`config.mk`:
```
export PLATFORM = sky130hd
export DESIGN_NAME = sensor_frame_parser_iir_top
export DESIGN_NICKNAME = d
export VERILOG_FILES = /design/src/sv/sfp_pkg.sv /design/src/sv/sensor_frame_parser_iir_top.sv
export SDC_FILE = /design/constraint.sdc
export NUM_CORES = 2
export LEC_CHECK = 0
export BUFFER_PORTS_ARGS = -buffer_cell sky130_fd_sc_hd__buf_2
export CAP_MARGIN = 20
export CORE_UTILIZATION = 35
export CTS_CLUSTER_DIAMETER = 40
export DETAILED_ROUTE_END_ITERATION = 8
export SYNTH_ARGS = -nofsm -noshare
export SYNTH_HDL_FRONTEND = slang
export SYNTH_SLANG_ARGS = --single-unit
```
`constraint.sdc`:
```
create_clock -name i_clk -period 26.6 [get_ports i_clk]
set_input_delay 3.99 -clock i_clk [delete_from_list [all_inputs] [get_ports i_clk]]
set_output_delay 3.99 -clock i_clk [all_outputs]
set_load 0.03 [all_outputs]
```
`src/sv/sfp_pkg.sv`:
```
// ----------------------------------------------------------------------------
// sfp_pkg: shared constants for the sensor frame parser
// Frame layout, register indexes, reset values and arithmetic widths.
// ----------------------------------------------------------------------------
package sfp_pkg;

    localparam int PAYLOAD_BYTES = 20;
    localparam int POS_W         = 5;
    localparam logic [POS_W-1:0] POS_SEQ     = POS_W'(4);
    localparam logic [POS_W-1:0] POS_LEN     = POS_W'(5);
    localparam logic [POS_W-1:0] POS_PAYLOAD = POS_W'(6);
    localparam logic [POS_W-1:0] POS_CHECK   = POS_W'(6 + PAYLOAD_BYTES);
    localparam int IDX_W         = $clog2(PAYLOAD_BYTES);

    localparam int CFG_IDX_W  = 3;
    localparam int CFG_DATA_W = 24;

    typedef enum logic [CFG_IDX_W-1:0] {
        CFG_START_BYTE     = 3'd0,
        CFG_DEVICE_CODE    = 3'd1,
        CFG_SYSTEM_CODE    = 3'd2,
        CFG_MESSAGE_CODE   = 3'd3,
        CFG_FILTER_GAIN    = 3'd4,
        CFG_DISTANCE_SCALE = 3'd5,
        CFG_FLOW_SCALE     = 3'd6
    } t_cfg_idx;

    localparam logic [7:0]  RST_START_BYTE   = 8'd239;
    localparam logic [7:0]  RST_DEVICE_CODE  = 8'd15;
    localparam logic [7:0]  RST_SYSTEM_CODE  = 8'd0;
    localparam logic [7:0]  RST_MESSAGE_CODE = 8'd81;
    localparam logic [16:0] RST_FILTER_GAIN  = 17'd9830;
    localparam logic [23:0] RST_SCALE        = 24'd65536;
    localparam logic [16:0] GAIN_ONE         = 17'd65536;

    // serial multiplier: signed multiplicand A, unsigned multiplier B
    localparam int MA_W  = 50;
    localparam int MB_W  = 24;
    localparam int MH_W  = MA_W + 1;
    localparam int ACC_W = MH_W + MB_W;
    localparam int CNT_W = 5;
    localparam logic [ACC_W-1:0] ROUND_HALF = ACC_W'(32768);

    localparam int DIST_W = 48;
    localparam int FLOW_W = 40;

    typedef enum logic [1:0] {
        CH_DIST = 2'd0,
        CH_FX   = 2'd1,
        CH_FY   = 2'd2
    } t_chan;

endpackage

```
`src/sv/sensor_frame_parser_iir_top.sv`:
```
// ----------------------------------------------------------------------------
// sensor_frame_parser_iir_top: byte-stream frame parser with smoothing filters
// Assembles sensor frames, checks the sum checksum, unpacks the fields and
// smooths scaled distance and flow through three exponential filters.
// ----------------------------------------------------------------------------
// Usage:
//  Input channel: one received byte per item (i_in_valid / o_in_stall).
//  Output channel: one result item per checksum byte (o_out_valid /
//  i_out_stall); header or length mismatches give no result.
//  Header, sequence, length and payload bytes are taken even while a result
//  waits at the output register.
//  A checksum byte is held off while a result still waits. A bad checksum
//  sets its error result straight in the output register. A good one starts the
//  arithmetic: six passes of a shared shift-add multiplier that retires one
//  multiplier bit a cycle (24 bits), plus load and rounding steps. Input is
//  stalled until the result is registered.
//  A frame is 27 bytes long.
//  Reset (synchronous, active low) restores the register defaults, clears
//  the filter memories and returns the parser to start-byte hunting.
//  Configuration writes are taken at any time and act at once.
// ----------------------------------------------------------------------------
module sensor_frame_parser_iir_top
    import sfp_pkg::*;
(
    input  logic                  i_clk,
    input  logic                  i_rst_n,
    input  logic                  i_cfg_we,
    input  logic [CFG_IDX_W-1:0]  i_cfg_index,
    input  logic [CFG_DATA_W-1:0] i_cfg_data,
    input  logic                  i_in_valid,
    output logic                  o_in_stall,
    input  logic [7:0]            i_rx_byte,
    output logic                  o_out_valid,
    input  logic                  i_out_stall,
    output logic                  o_frame_status,
    output logic [31:0]           o_system_time,
    output logic [31:0]           o_raw_distance,
    output logic [7:0]            o_signal_strength,
    output logic [7:0]            o_distance_status,
    output logic signed [15:0]    o_raw_flow_x,
    output logic signed [15:0]    o_raw_flow_y,
    output logic [7:0]            o_flow_quality,
    output logic [7:0]            o_flow_status,
    output logic [DIST_W-1:0]     o_smoothed_distance,
    output logic signed [FLOW_W-1:0] o_smoothed_flow_x,
    output logic signed [FLOW_W-1:0] o_smoothed_flow_y
);

    typedef enum logic [2:0] {
        ST_IDLE,
        ST_LOAD,
        ST_RUN,
        ST_POST,
        ST_APPLY,
        ST_DONE
    } t_state;

    // configuration
    logic [7:0]  r_start_byte, r_device_code, r_system_code, r_message_code;
    logic [16:0] r_filter_gain;
    logic [23:0] r_distance_scale, r_flow_scale;

    // parser
    logic [POS_W-1:0] r_pos, n_pos;
    logic [7:0]       r_rsum, n_rsum;
    logic [7:0]       r_store [PAYLOAD_BYTES];
    logic             w_store, w_good, w_bad;

    // arithmetic
    t_state                  r_state;
    t_chan                   r_chan;
    logic                    r_filt;
    logic [CNT_W-1:0]        r_cnt;
    logic signed [MA_W-1:0]  r_ma;
    logic signed [MH_W-1:0]  r_hi;
    logic [MB_W-1:0]         r_lo;
    logic signed [MA_W-1:0]  r_x;
    logic [DIST_W-1:0]       r_dmem;
    logic signed [FLOW_W-1:0] r_fxmem, r_fymem;
    logic                    r_busy;

    logic                    r_out_valid;

    logic                    in_acc, out_acc;
    logic [7:0]              rx, sum_add, hdr_want;
    logic [16:0]             geff;
    logic signed [MH_W-1:0]  n_sum;
    logic signed [MA_W-1:0]  mem_ext;
    logic [ACC_W-1:0]        prod, prod_rnd;
    logic signed [MA_W-1:0]  n_mem;
    logic signed [15:0]      raw_fx, raw_fy;

    assign rx       = i_rx_byte;
    assign o_in_stall = r_busy || (r_out_valid && (r_pos == POS_CHECK));
    assign in_acc   = i_in_valid && !o_in_stall;
    assign out_acc  = r_out_valid && !i_out_stall;
    assign o_out_valid = r_out_valid;
    assign sum_add  = r_rsum + rx;
    assign geff     = (r_filter_gain > GAIN_ONE) ? GAIN_ONE : r_filter_gain;
    assign raw_fx   = {r_store[13], r_store[12]};
    assign raw_fy   = {r_store[15], r_store[14]};

    always_comb begin
        case (r_pos)
            POS_W'(1): hdr_want = r_device_code;
            POS_W'(2): hdr_want = r_system_code;
            default:   hdr_want = r_message_code;
        endcase
    end

    // byte-level parse step
    always_comb begin
        n_pos   = r_pos;
        n_rsum  = r_rsum;
        w_store = 1'b0;
        w_good  = 1'b0;
        w_bad   = 1'b0;
        case (r_pos) inside
            POS_W'(0): begin
                n_pos  = (rx == r_start_byte) ? POS_W'(1) : POS_W'(0);
                n_rsum = (rx == r_start_byte) ? rx : 8'd0;
            end
            [POS_W'(1):POS_W'(3)]: begin
                if (rx == hdr_want) begin
                    n_pos  = r_pos + POS_W'(1);
                    n_rsum = sum_add;
                end else begin
                    n_pos  = (rx == r_start_byte) ? POS_W'(1) : POS_W'(0);
                    n_rsum = (rx == r_start_byte) ? rx : 8'd0;
                end
            end
            POS_SEQ: begin
                n_pos  = POS_LEN;
                n_rsum = sum_add;
            end
            POS_LEN: begin
                if (rx == 8'(PAYLOAD_BYTES)) begin
                    n_pos  = POS_PAYLOAD;
                    n_rsum = sum_add;
                end else begin
                    n_pos  = (rx == r_start_byte) ? POS_W'(1) : POS_W'(0);
                    n_rsum = (rx == r_start_byte) ? rx : 8'd0;
                end
            end
            [POS_PAYLOAD:POS_CHECK - POS_W'(1)]: begin
                w_store = 1'b1;
                n_pos   = r_pos + POS_W'(1);
                n_rsum  = sum_add;
            end
            POS_CHECK: begin
                n_pos  = '0;
                n_rsum = '0;
                w_good = (rx == r_rsum);
                w_bad  = (rx != r_rsum);
            end
            default: begin
                n_pos  = '0;
                n_rsum = '0;
            end
        endcase
    end

    // shift-add step and filter update
    always_comb begin
        n_sum   = r_lo[0] ? (r_hi + MH_W'(r_ma)) : r_hi;
        prod    = {r_hi, r_lo};
        prod_rnd = prod + ROUND_HALF;
        case (r_chan)
            CH_DIST: mem_ext = MA_W'({1'b0, r_dmem});
            CH_FX:   mem_ext = MA_W'(r_fxmem);
            default: mem_ext = MA_W'(r_fymem);
        endcase
        n_mem = mem_ext + prod[MA_W+15:16];
    end

    always_ff @(posedge i_clk) begin
        if (!i_rst_n) begin
            r_start_byte     <= RST_START_BYTE;
            r_device_code    <= RST_DEVICE_CODE;
            r_system_code    <= RST_SYSTEM_CODE;
            r_message_code   <= RST_MESSAGE_CODE;
            r_filter_gain    <= RST_FILTER_GAIN;
            r_distance_scale <= RST_SCALE;
            r_flow_scale     <= RST_SCALE;
        end else if (i_cfg_we) begin
            case (i_cfg_index)
                CFG_START_BYTE:     r_start_byte     <= i_cfg_data[7:0];
                CFG_DEVICE_CODE:    r_device_code    <= i_cfg_data[7:0];
                CFG_SYSTEM_CODE:    r_system_code    <= i_cfg_data[7:0];
                CFG_MESSAGE_CODE:   r_message_code   <= i_cfg_data[7:0];
                CFG_FILTER_GAIN:    r_filter_gain    <= i_cfg_data[16:0];
                CFG_DISTANCE_SCALE: r_distance_scale <= i_cfg_data;
                CFG_FLOW_SCALE:     r_flow_scale     <= i_cfg_data;
                default: ;
            endcase
        end
    end

    always_ff @(posedge i_clk) begin
        if (in_acc && w_store) begin
            r_store[IDX_W'(r_pos - POS_PAYLOAD)] <= rx;
        end
    end

    always_ff @(posedge i_clk) begin
        if (!i_rst_n) begin
            r_pos       <= '0;
            r_rsum      <= '0;
            r_state     <= ST_IDLE;
            r_busy      <= 1'b0;
            r_out_valid <= 1'b0;
            r_chan      <= CH_DIST;
            r_filt      <= 1'b0;
            r_cnt       <= '0;
            r_dmem      <= '0;
            r_fxmem     <= '0;
            r_fymem     <= '0;
        end else begin
            if (out_acc) begin
                r_out_valid <= 1'b0;
            end
            case (r_state)
                ST_IDLE: begin
                    if (in_acc) begin
                        r_pos  <= n_pos;
                        r_rsum <= n_rsum;
                        if (w_bad) begin
                            r_out_valid         <= 1'b1;
                            o_frame_status      <= 1'b1;
                            o_system_time       <= '0;
                            o_raw_distance      <= '0;
                            o_signal_strength   <= '0;
                            o_distance_status   <= '0;
                            o_raw_flow_x        <= '0;
                            o_raw_flow_y        <= '0;
                            o_flow_quality      <= '0;
                            o_flow_status       <= '0;
                            o_smoothed_distance <= '0;
                            o_smoothed_flow_x   <= '0;
                            o_smoothed_flow_y   <= '0;
                        end else if (w_good) begin
                            r_busy  <= 1'b1;
                            r_chan  <= CH_DIST;
                            r_filt  <= 1'b0;
                            r_state <= ST_LOAD;
                        end
                    end
                end
                ST_LOAD: begin
                    r_hi  <= '0;
                    r_cnt <= '0;
                    if (r_filt) begin
                        r_ma <= r_x - mem_ext;
                        r_lo <= MB_W'(geff);
                    end else begin
                        case (r_chan)
                            CH_DIST: begin
                                r_ma <= MA_W'({r_store[7], r_store[6],
                                               r_store[5], r_store[4]});
                                r_lo <= r_distance_scale;
                            end
                            CH_FX: begin
                                r_ma <= MA_W'(raw_fx);
                                r_lo <= r_flow_scale;
                            end
                            default: begin
                                r_ma <= MA_W'(raw_fy);
                                r_lo <= r_flow_scale;
                            end
                        endcase
                    end
                    r_state <= ST_RUN;
                end
                ST_RUN: begin
                    r_hi  <= {n_sum[MH_W-1], n_sum[MH_W-1:1]};
                    r_lo  <= {n_sum[0], r_lo[MB_W-1:1]};
                    r_cnt <= r_cnt + CNT_W'(1);
                    if (r_cnt == CNT_W'(MB_W - 1)) begin
                        r_state <= ST_POST;
                    end
                end
                ST_POST: begin
                    if (r_filt) begin
                        {r_hi, r_lo} <= prod_rnd;
                        r_state      <= ST_APPLY;
                    end else begin
                        // distance saturates at 48 bits; flow always fits 40
                        if (r_chan == CH_DIST) begin
                            r_x <= (prod[55:DIST_W] != '0) ? MA_W'({DIST_W{1'b1}})
                                                           : MA_W'(prod[DIST_W-1:0]);
                        end else begin
                            r_x <= MA_W'($signed(prod[FLOW_W-1:0]));
                        end
                        r_filt  <= 1'b1;
                        r_state <= ST_LOAD;
                    end
                end
                ST_APPLY: begin
                    r_filt <= 1'b0;
                    case (r_chan)
                        CH_DIST: begin
                            r_dmem  <= n_mem[DIST_W-1:0];
                            r_chan  <= CH_FX;
                            r_state <= ST_LOAD;
                        end
                        CH_FX: begin
                            r_fxmem <= n_mem[FLOW_W-1:0];
                            r_chan  <= CH_FY;
                            r_state <= ST_LOAD;
                        end
                        default: begin
                            r_fymem <= n_mem[FLOW_W-1:0];
                            r_state <= ST_DONE;
                        end
                    endcase
                end
                ST_DONE: begin
                    r_out_valid         <= 1'b1;
                    r_busy              <= 1'b0;
                    r_state             <= ST_IDLE;
                    o_frame_status      <= 1'b0;
                    o_system_time       <= {r_store[3], r_store[2], r_store[1], r_store[0]};
                    o_raw_distance      <= {r_store[7], r_store[6], r_store[5], r_store[4]};
                    o_signal_strength   <= r_store[8];
                    o_distance_status   <= r_store[10];
                    o_raw_flow_x        <= raw_fx;
                    o_raw_flow_y        <= raw_fy;
                    o_flow_quality      <= r_store[16];
                    o_flow_status       <= r_store[17];
                    o_smoothed_distance <= r_dmem;
                    o_smoothed_flow_x   <= r_fxmem;
                    o_smoothed_flow_y   <= r_fymem;
                end
                default: begin
                    r_state <= ST_IDLE;
                    r_busy  <= 1'b0;
                end
            endcase
        end
    end

    a_busy_stalls: assert property (@(posedge i_clk) disable iff (!i_rst_n)
        r_busy |-> o_in_stall)
        else $error("input taken while arithmetic busy");

    a_run_count: assert property (@(posedge i_clk) disable iff (!i_rst_n)
        (r_state == ST_RUN) |-> (r_cnt < CNT_W'(MB_W)))
        else $error("multiplier step count overran");

    a_err_zero: assert property (@(posedge i_clk) disable iff (!i_rst_n)
        (o_out_valid && o_frame_status) |->
            (o_smoothed_distance == '0 && o_system_time == '0))
        else $error("error result carries data");

    a_idle_free: assert property (@(posedge i_clk) disable iff (!i_rst_n)
        (r_state == ST_IDLE) |-> !r_busy)
        else $error("busy flag stuck in idle");

endmodule
```
After elaboration in Yosys (flattened, before gate mapping) --
Memories as Yosys holds them, arrays and structs flattened. Index checks and enable logic that the tools add are counted.
Word-level totals: flip-flop bits (word level) 683, RAM bits 160, output and inout bits 259, logic and storage cells 219, memories kept 1
Memory list:
- r_store | depth 20, bits a word 8, read ports 16, clocked after memory_dff 0, wr ports 1, RTL line sensor_frame_parser_iir_top.sv:66 | logic [7:0] r_store [PAYLOAD_BYTES];
Operators by class: add/subtract/negate cells 8, magnitude comparators 5, equal/unequal tests 30, mux-type cells 98, bitwise operators 3, reduce and logical (&&, ||, !) cells 40
Operators by type and width (count):
- 50-bit case mux with 2 select lines | 2
- 40-bit case mux with 2 select lines | 2
- 51-bit case mux with 3 select lines | 1
- 48-bit two-way mux | 3
- 32-bit case mux with 2 select lines | 2
- 51-bit two-way mux | 2
- 50-bit two-way mux | 2
- 48-bit case mux with 2 select lines | 1
- 40-bit two-way mux | 2
- 8-bit two-way mux | 10
- 8-bit case mux with 2 select lines | 5
- 75-bit by 16-bit adder with 75-bit output, second input constant | 1
- 24-bit two-way mux | 3
- 24-bit case mux with 3 select lines | 1
- 32-bit two-way mux | 2
- 16-bit case mux with 2 select lines | 2
- 51-bit by 50-bit adder with 51-bit output | 1
- 50-bit subtractor | 1
- 48-bit adder | 1
- 16-bit two-way mux | 2
- 1-bit two-way mux | 31
- 5-bit two-way mux | 6
- 8-bit == test | 3
- 2-bit AND reduction | 12
- other kinds (43) | 86

Logic depth before layout (Yosys ltp) --
depth after elaboration 11, mapped depth 18, gate-level depth less buffers 16

Worst setup path before layout --
OpenSTA, ideal clock, no wires.
path type input to register, start input port i_rx_byte[4], end register o_distance_status[0], enable pin, setup time 1.189 ns, arrival time 22.073 ns, setup slack 3.338 ns, stages 6, path buffers 0, cell sequence ha_1 nor3_1 nand3_1 nor3b_1 a22oi_1 nor3_1
Between the ends: word-level cells in the longest chain between the ends 9
RTL lines:
- start, declared | RTL line sensor_frame_parser_iir_top.sv:32 | input logic [7:0] i_rx_byte,
- 8-bit inequality test | RTL line sensor_frame_parser_iir_top.sv:154 | w_bad = (rx != r_rsum);
- 1-bit two-way mux (6 in a row) | RTL line sensor_frame_parser_iir_top.sv:118 | case (r_pos) inside
- 2-bit inequality test (no line)
- 4-bit AND reduction (no line)
- end signal, assigned | RTL line sensor_frame_parser_iir_top.sv:325 | o_distance_status <= r_store[10];
- end, declared | RTL line sensor_frame_parser_iir_top.sv:39 | output logic [7:0] o_distance_status,
Every way passes these cells. A chain may end at the register's enable or synchronous reset.

Worst setup path after layout --
start input port i_rx_byte[6], end register o_flow_quality[0], enable pin
Between the ends: word-level cells in the longest chain between the ends 9
RTL lines:
- 8-bit inequality test | RTL line sensor_frame_parser_iir_top.sv:154
- 1-bit two-way mux (6 in a row) | RTL line sensor_frame_parser_iir_top.sv:118
- 2-bit inequality test (no line)
- 4-bit AND reduction (no line)
- end signal, assigned | RTL line sensor_frame_parser_iir_top.sv:328 | o_flow_quality <= r_store[16];
- end, declared | RTL line sensor_frame_parser_iir_top.sv:42 | output logic [7:0] o_flow_quality,
Every way passes these cells.

==> impl_metrics.ini <==
[cells_and_area]
n_antenna_cell = 0
nFillCells = 11460
instances_no_fill = 6061
drive_above_1_share_pct = 14.28
fin_nets = 4630
ff_latch_area_mm2 = 0.02182
final_core_util_pct = 41.10
area_delta_synth_final_pct = 16.53
multi_input_area_mm2 = 0.01856

[place]
place_congestion = 0.9098
dp_cells = 5837
portBuffers = 298
detailed_place_hpwl_mm = 85.57

[yosys]
async_flop_share_pct = 0
ys_types = 89
yosysMostFrequentCell = nand2_1
synth_top_area_share_pct = 40.31
synth_area_per_cell_um2 = 9.907
synth_seq_cells = 810
synth.area.top_cells = edfxtp_1 40%, dfxtp_1 12%, nand2_1 6.4%
synth_edf_count = 559
syn-cell-area_mm2 = 0.04164
synthFlopType = edfxtp_1
ys_seq_area_share_pct = 52.38
synth_nets = 4410
synthTopCellsByCount = 709 x nand2_1, 559 x edfxtp_1, 428 x a21oi_1
yosysWarnings = 0
yosysTopAreaCell = edfxtp_1
netlist_instances = 4203

[worst_setup_path]
rr_worst_depth = 16
crit_slowest_cell = buf_4
cp.arrival_ns = 7.46
reg2reg_to = r_ma[48]
endpoint = o_flow_quality[0]
path_depth = 9
worstPathRequired_ns = 26.91
crit_start = i_rx_byte[6]
path_max_fanout = 75
critPathMostFrequentCell = buf_4
critPathBufInv = 3
r2r_slack_ns = 20.86
r2r-start = r_chan[0]
critical_path_class = input port to register
crit_path_start_kind = input port
crit_family = buffers and inverters
end_kind = register
crit_chain = buf_2, ha_1, nor4_1, nand3_1, nor3b_1, a22oi_1, nor3_2, buf_4, buf_4
slowest_delay_ns = 0.92

[floorplanning]
io_pins = 299
die-area_mm2 = 0.1204
die_h_um = 346.9
core_area_mm2 = 0.1181
fp.dieW_um = 346.9
initial_utilization_pct = 35.27
rows = 126

[power]
vdd_drop_max_mv = 0.05109
p_total_mw = 2.930
leakage_nw = 16.52
power.density_mw_per_mm2 = 60.38

[clock_tree]
cts_setup_buffers = 0
clkSinkCount = 810
clockBufferDepth = 3
cts_buffers = 116
clock_tree.root_cell = clkbuf_16
cts_hold_buffers = 0
cts_tree = built
ctsResizeCount = 0
clkLatencyLatePin_ns = 0.70
clk_pin_slew_ns = 0.06
htreeDepth = 3

[routing]
firstDrtPassIters = 5
ant_nets = 0
drt-total-wl_mm = 121.0
drc = 0
num_vias = 31920
drt-initial-drc-count = 2645
wl_per_cell_um = 19.96
avgViaCountPerCell = 5.266

[outcome]
outcome = finished, final reports clean

[grt]
overflow = 0
antenna_found_initial = 4
grt_use_total_pct = 19.49
grt_max_degree = 130
grt_pass1_wl_mm = 182.7
grt_pass1_vias = 30580

[sta]
worst_pin_slew_ns = 1.076
setup_tns_ns = 0
fin_crit_ns = 7.154
setup_viol = 0
drv_slew = 0
rsz0062_at_grt = false
max_freq_mhz = 139.8
clock-skew-final_ns = 0.02858
period_share_pct = 26.89
hold_viol_final = 0
max-slew-margin-rel_pct = 28.27

[worst_hold_path]
worstHoldPathCells = 2
hold_path_class = register to register

[run]
cap_violations = 0
## worst min path at each step
stage / startpoint / to / slack, ns
after floorplan: r_flow_scale[17] / r_flow_scale[17] / 0.44
after global placement: r_system_code[6] / r_system_code[6] / 0.44
after detailed placement: r_flow_scale[20] / r_flow_scale[20] / 0.45
final: r_distance_scale[18] / r_distance_scale[18] / 0.45
after global routing: r_flow_scale[7] / r_flow_scale[7] / 0.47
after CTS: r_flow_scale[20] / r_flow_scale[20] / 0.45
## metrics by stage
stage               hold slack [ns]  worst slack [ns]  cell area (µm²)
finish                       0.4534             19.45            48530
global route                 0.4679             19.15            48530
CTS                          0.4540             19.42            48460
detailed placement           0.4463             18.66            44510
global placement             0.4414             18.76            44510
floorplan                    0.4357             3.338            41640
## where the power goes
part	internal, mW	switching, mW	leakage [nW]	total, mW
logic	0.0113	0.0289	8.00	0.0402
clock network	0.938	0.611	1.92	1.55
registers	1.34	0.00258	6.60	1.34
total	2.29	0.642	16.5	2.93
## per-layer routing
| layer | vias to the layer above | GRT usage (%) | part of all wire, % |
|---|---|---|---|
| li1 | 15510 | - | - |
| met1 | 15420 | 24.22 | 42 |
| met2 | 789 | 34.38 | 51 |
| met3 | 196 | 2.764 | 4.4 |
| met4 | 2 | 6.655 | 3.0 |
| met5 | - | 0 | 0.0099 |
## layout make-up
cell class | instances | share of cell area (%)
repair buffers | 342 | 3.826
flip-flops and latches | 810 | 44.97
well taps | 1536 | 3.960
clock buffers | 132 | 6.299
clock inverters | 88 | 1.851
inverters | 109 | 0.8535
multi-input cells | 3044 | 38.24
## placed cells by master, fill, tap and decap left out, types with 90 or more instances in the layout
cell	count
clkbuf_16	119
nand3_1	119
xnor2_1	120
inv_1	105
dfxtp_1	248
edfxtp_1	559
nor2_1	153
nand2_1	709
a21oi_1	427
and2_1	270
a21o_1	90
buf_2	298
o21ai_0	218
ha_1	163
## registers in the layout, summed over array words and instances (netlist names), 32 cells and up
signal	count
o_system_time	32
r_fxmem	40
r_ma	50
o_smoothed_flow_x	40
r_store	128
r_dmem	48
r_x	49
o_smoothed_distance	48
o_raw_distance	32
o_smoothed_flow_y	40
r_hi	51
r_fymem	40
## worst min-delay path: cells and delay by family (launching register included)
family	cells	cell delay, ns
DFF	1	0.31
AOI/OAI and AO/OA	1	0.05
and+or+nand+nor	1	0.05
## logic make-up (layout without fill, tap and decap cells)
family,after synthesis,count (layout),synth area share [%]
adder cells (fa/ha/maj),167,167,5.090
buffers and inverters,349,671,3.194
XOR/XNOR,201,201,4.228
AO/OA/AOI/OAI,1029,1029,14.92
flip-flops,810,810,52.38
multiplexers,79,79,1.908
AND/OR/NAND/NOR,1568,1568,18.28
(Power assumes the default switching activity.)
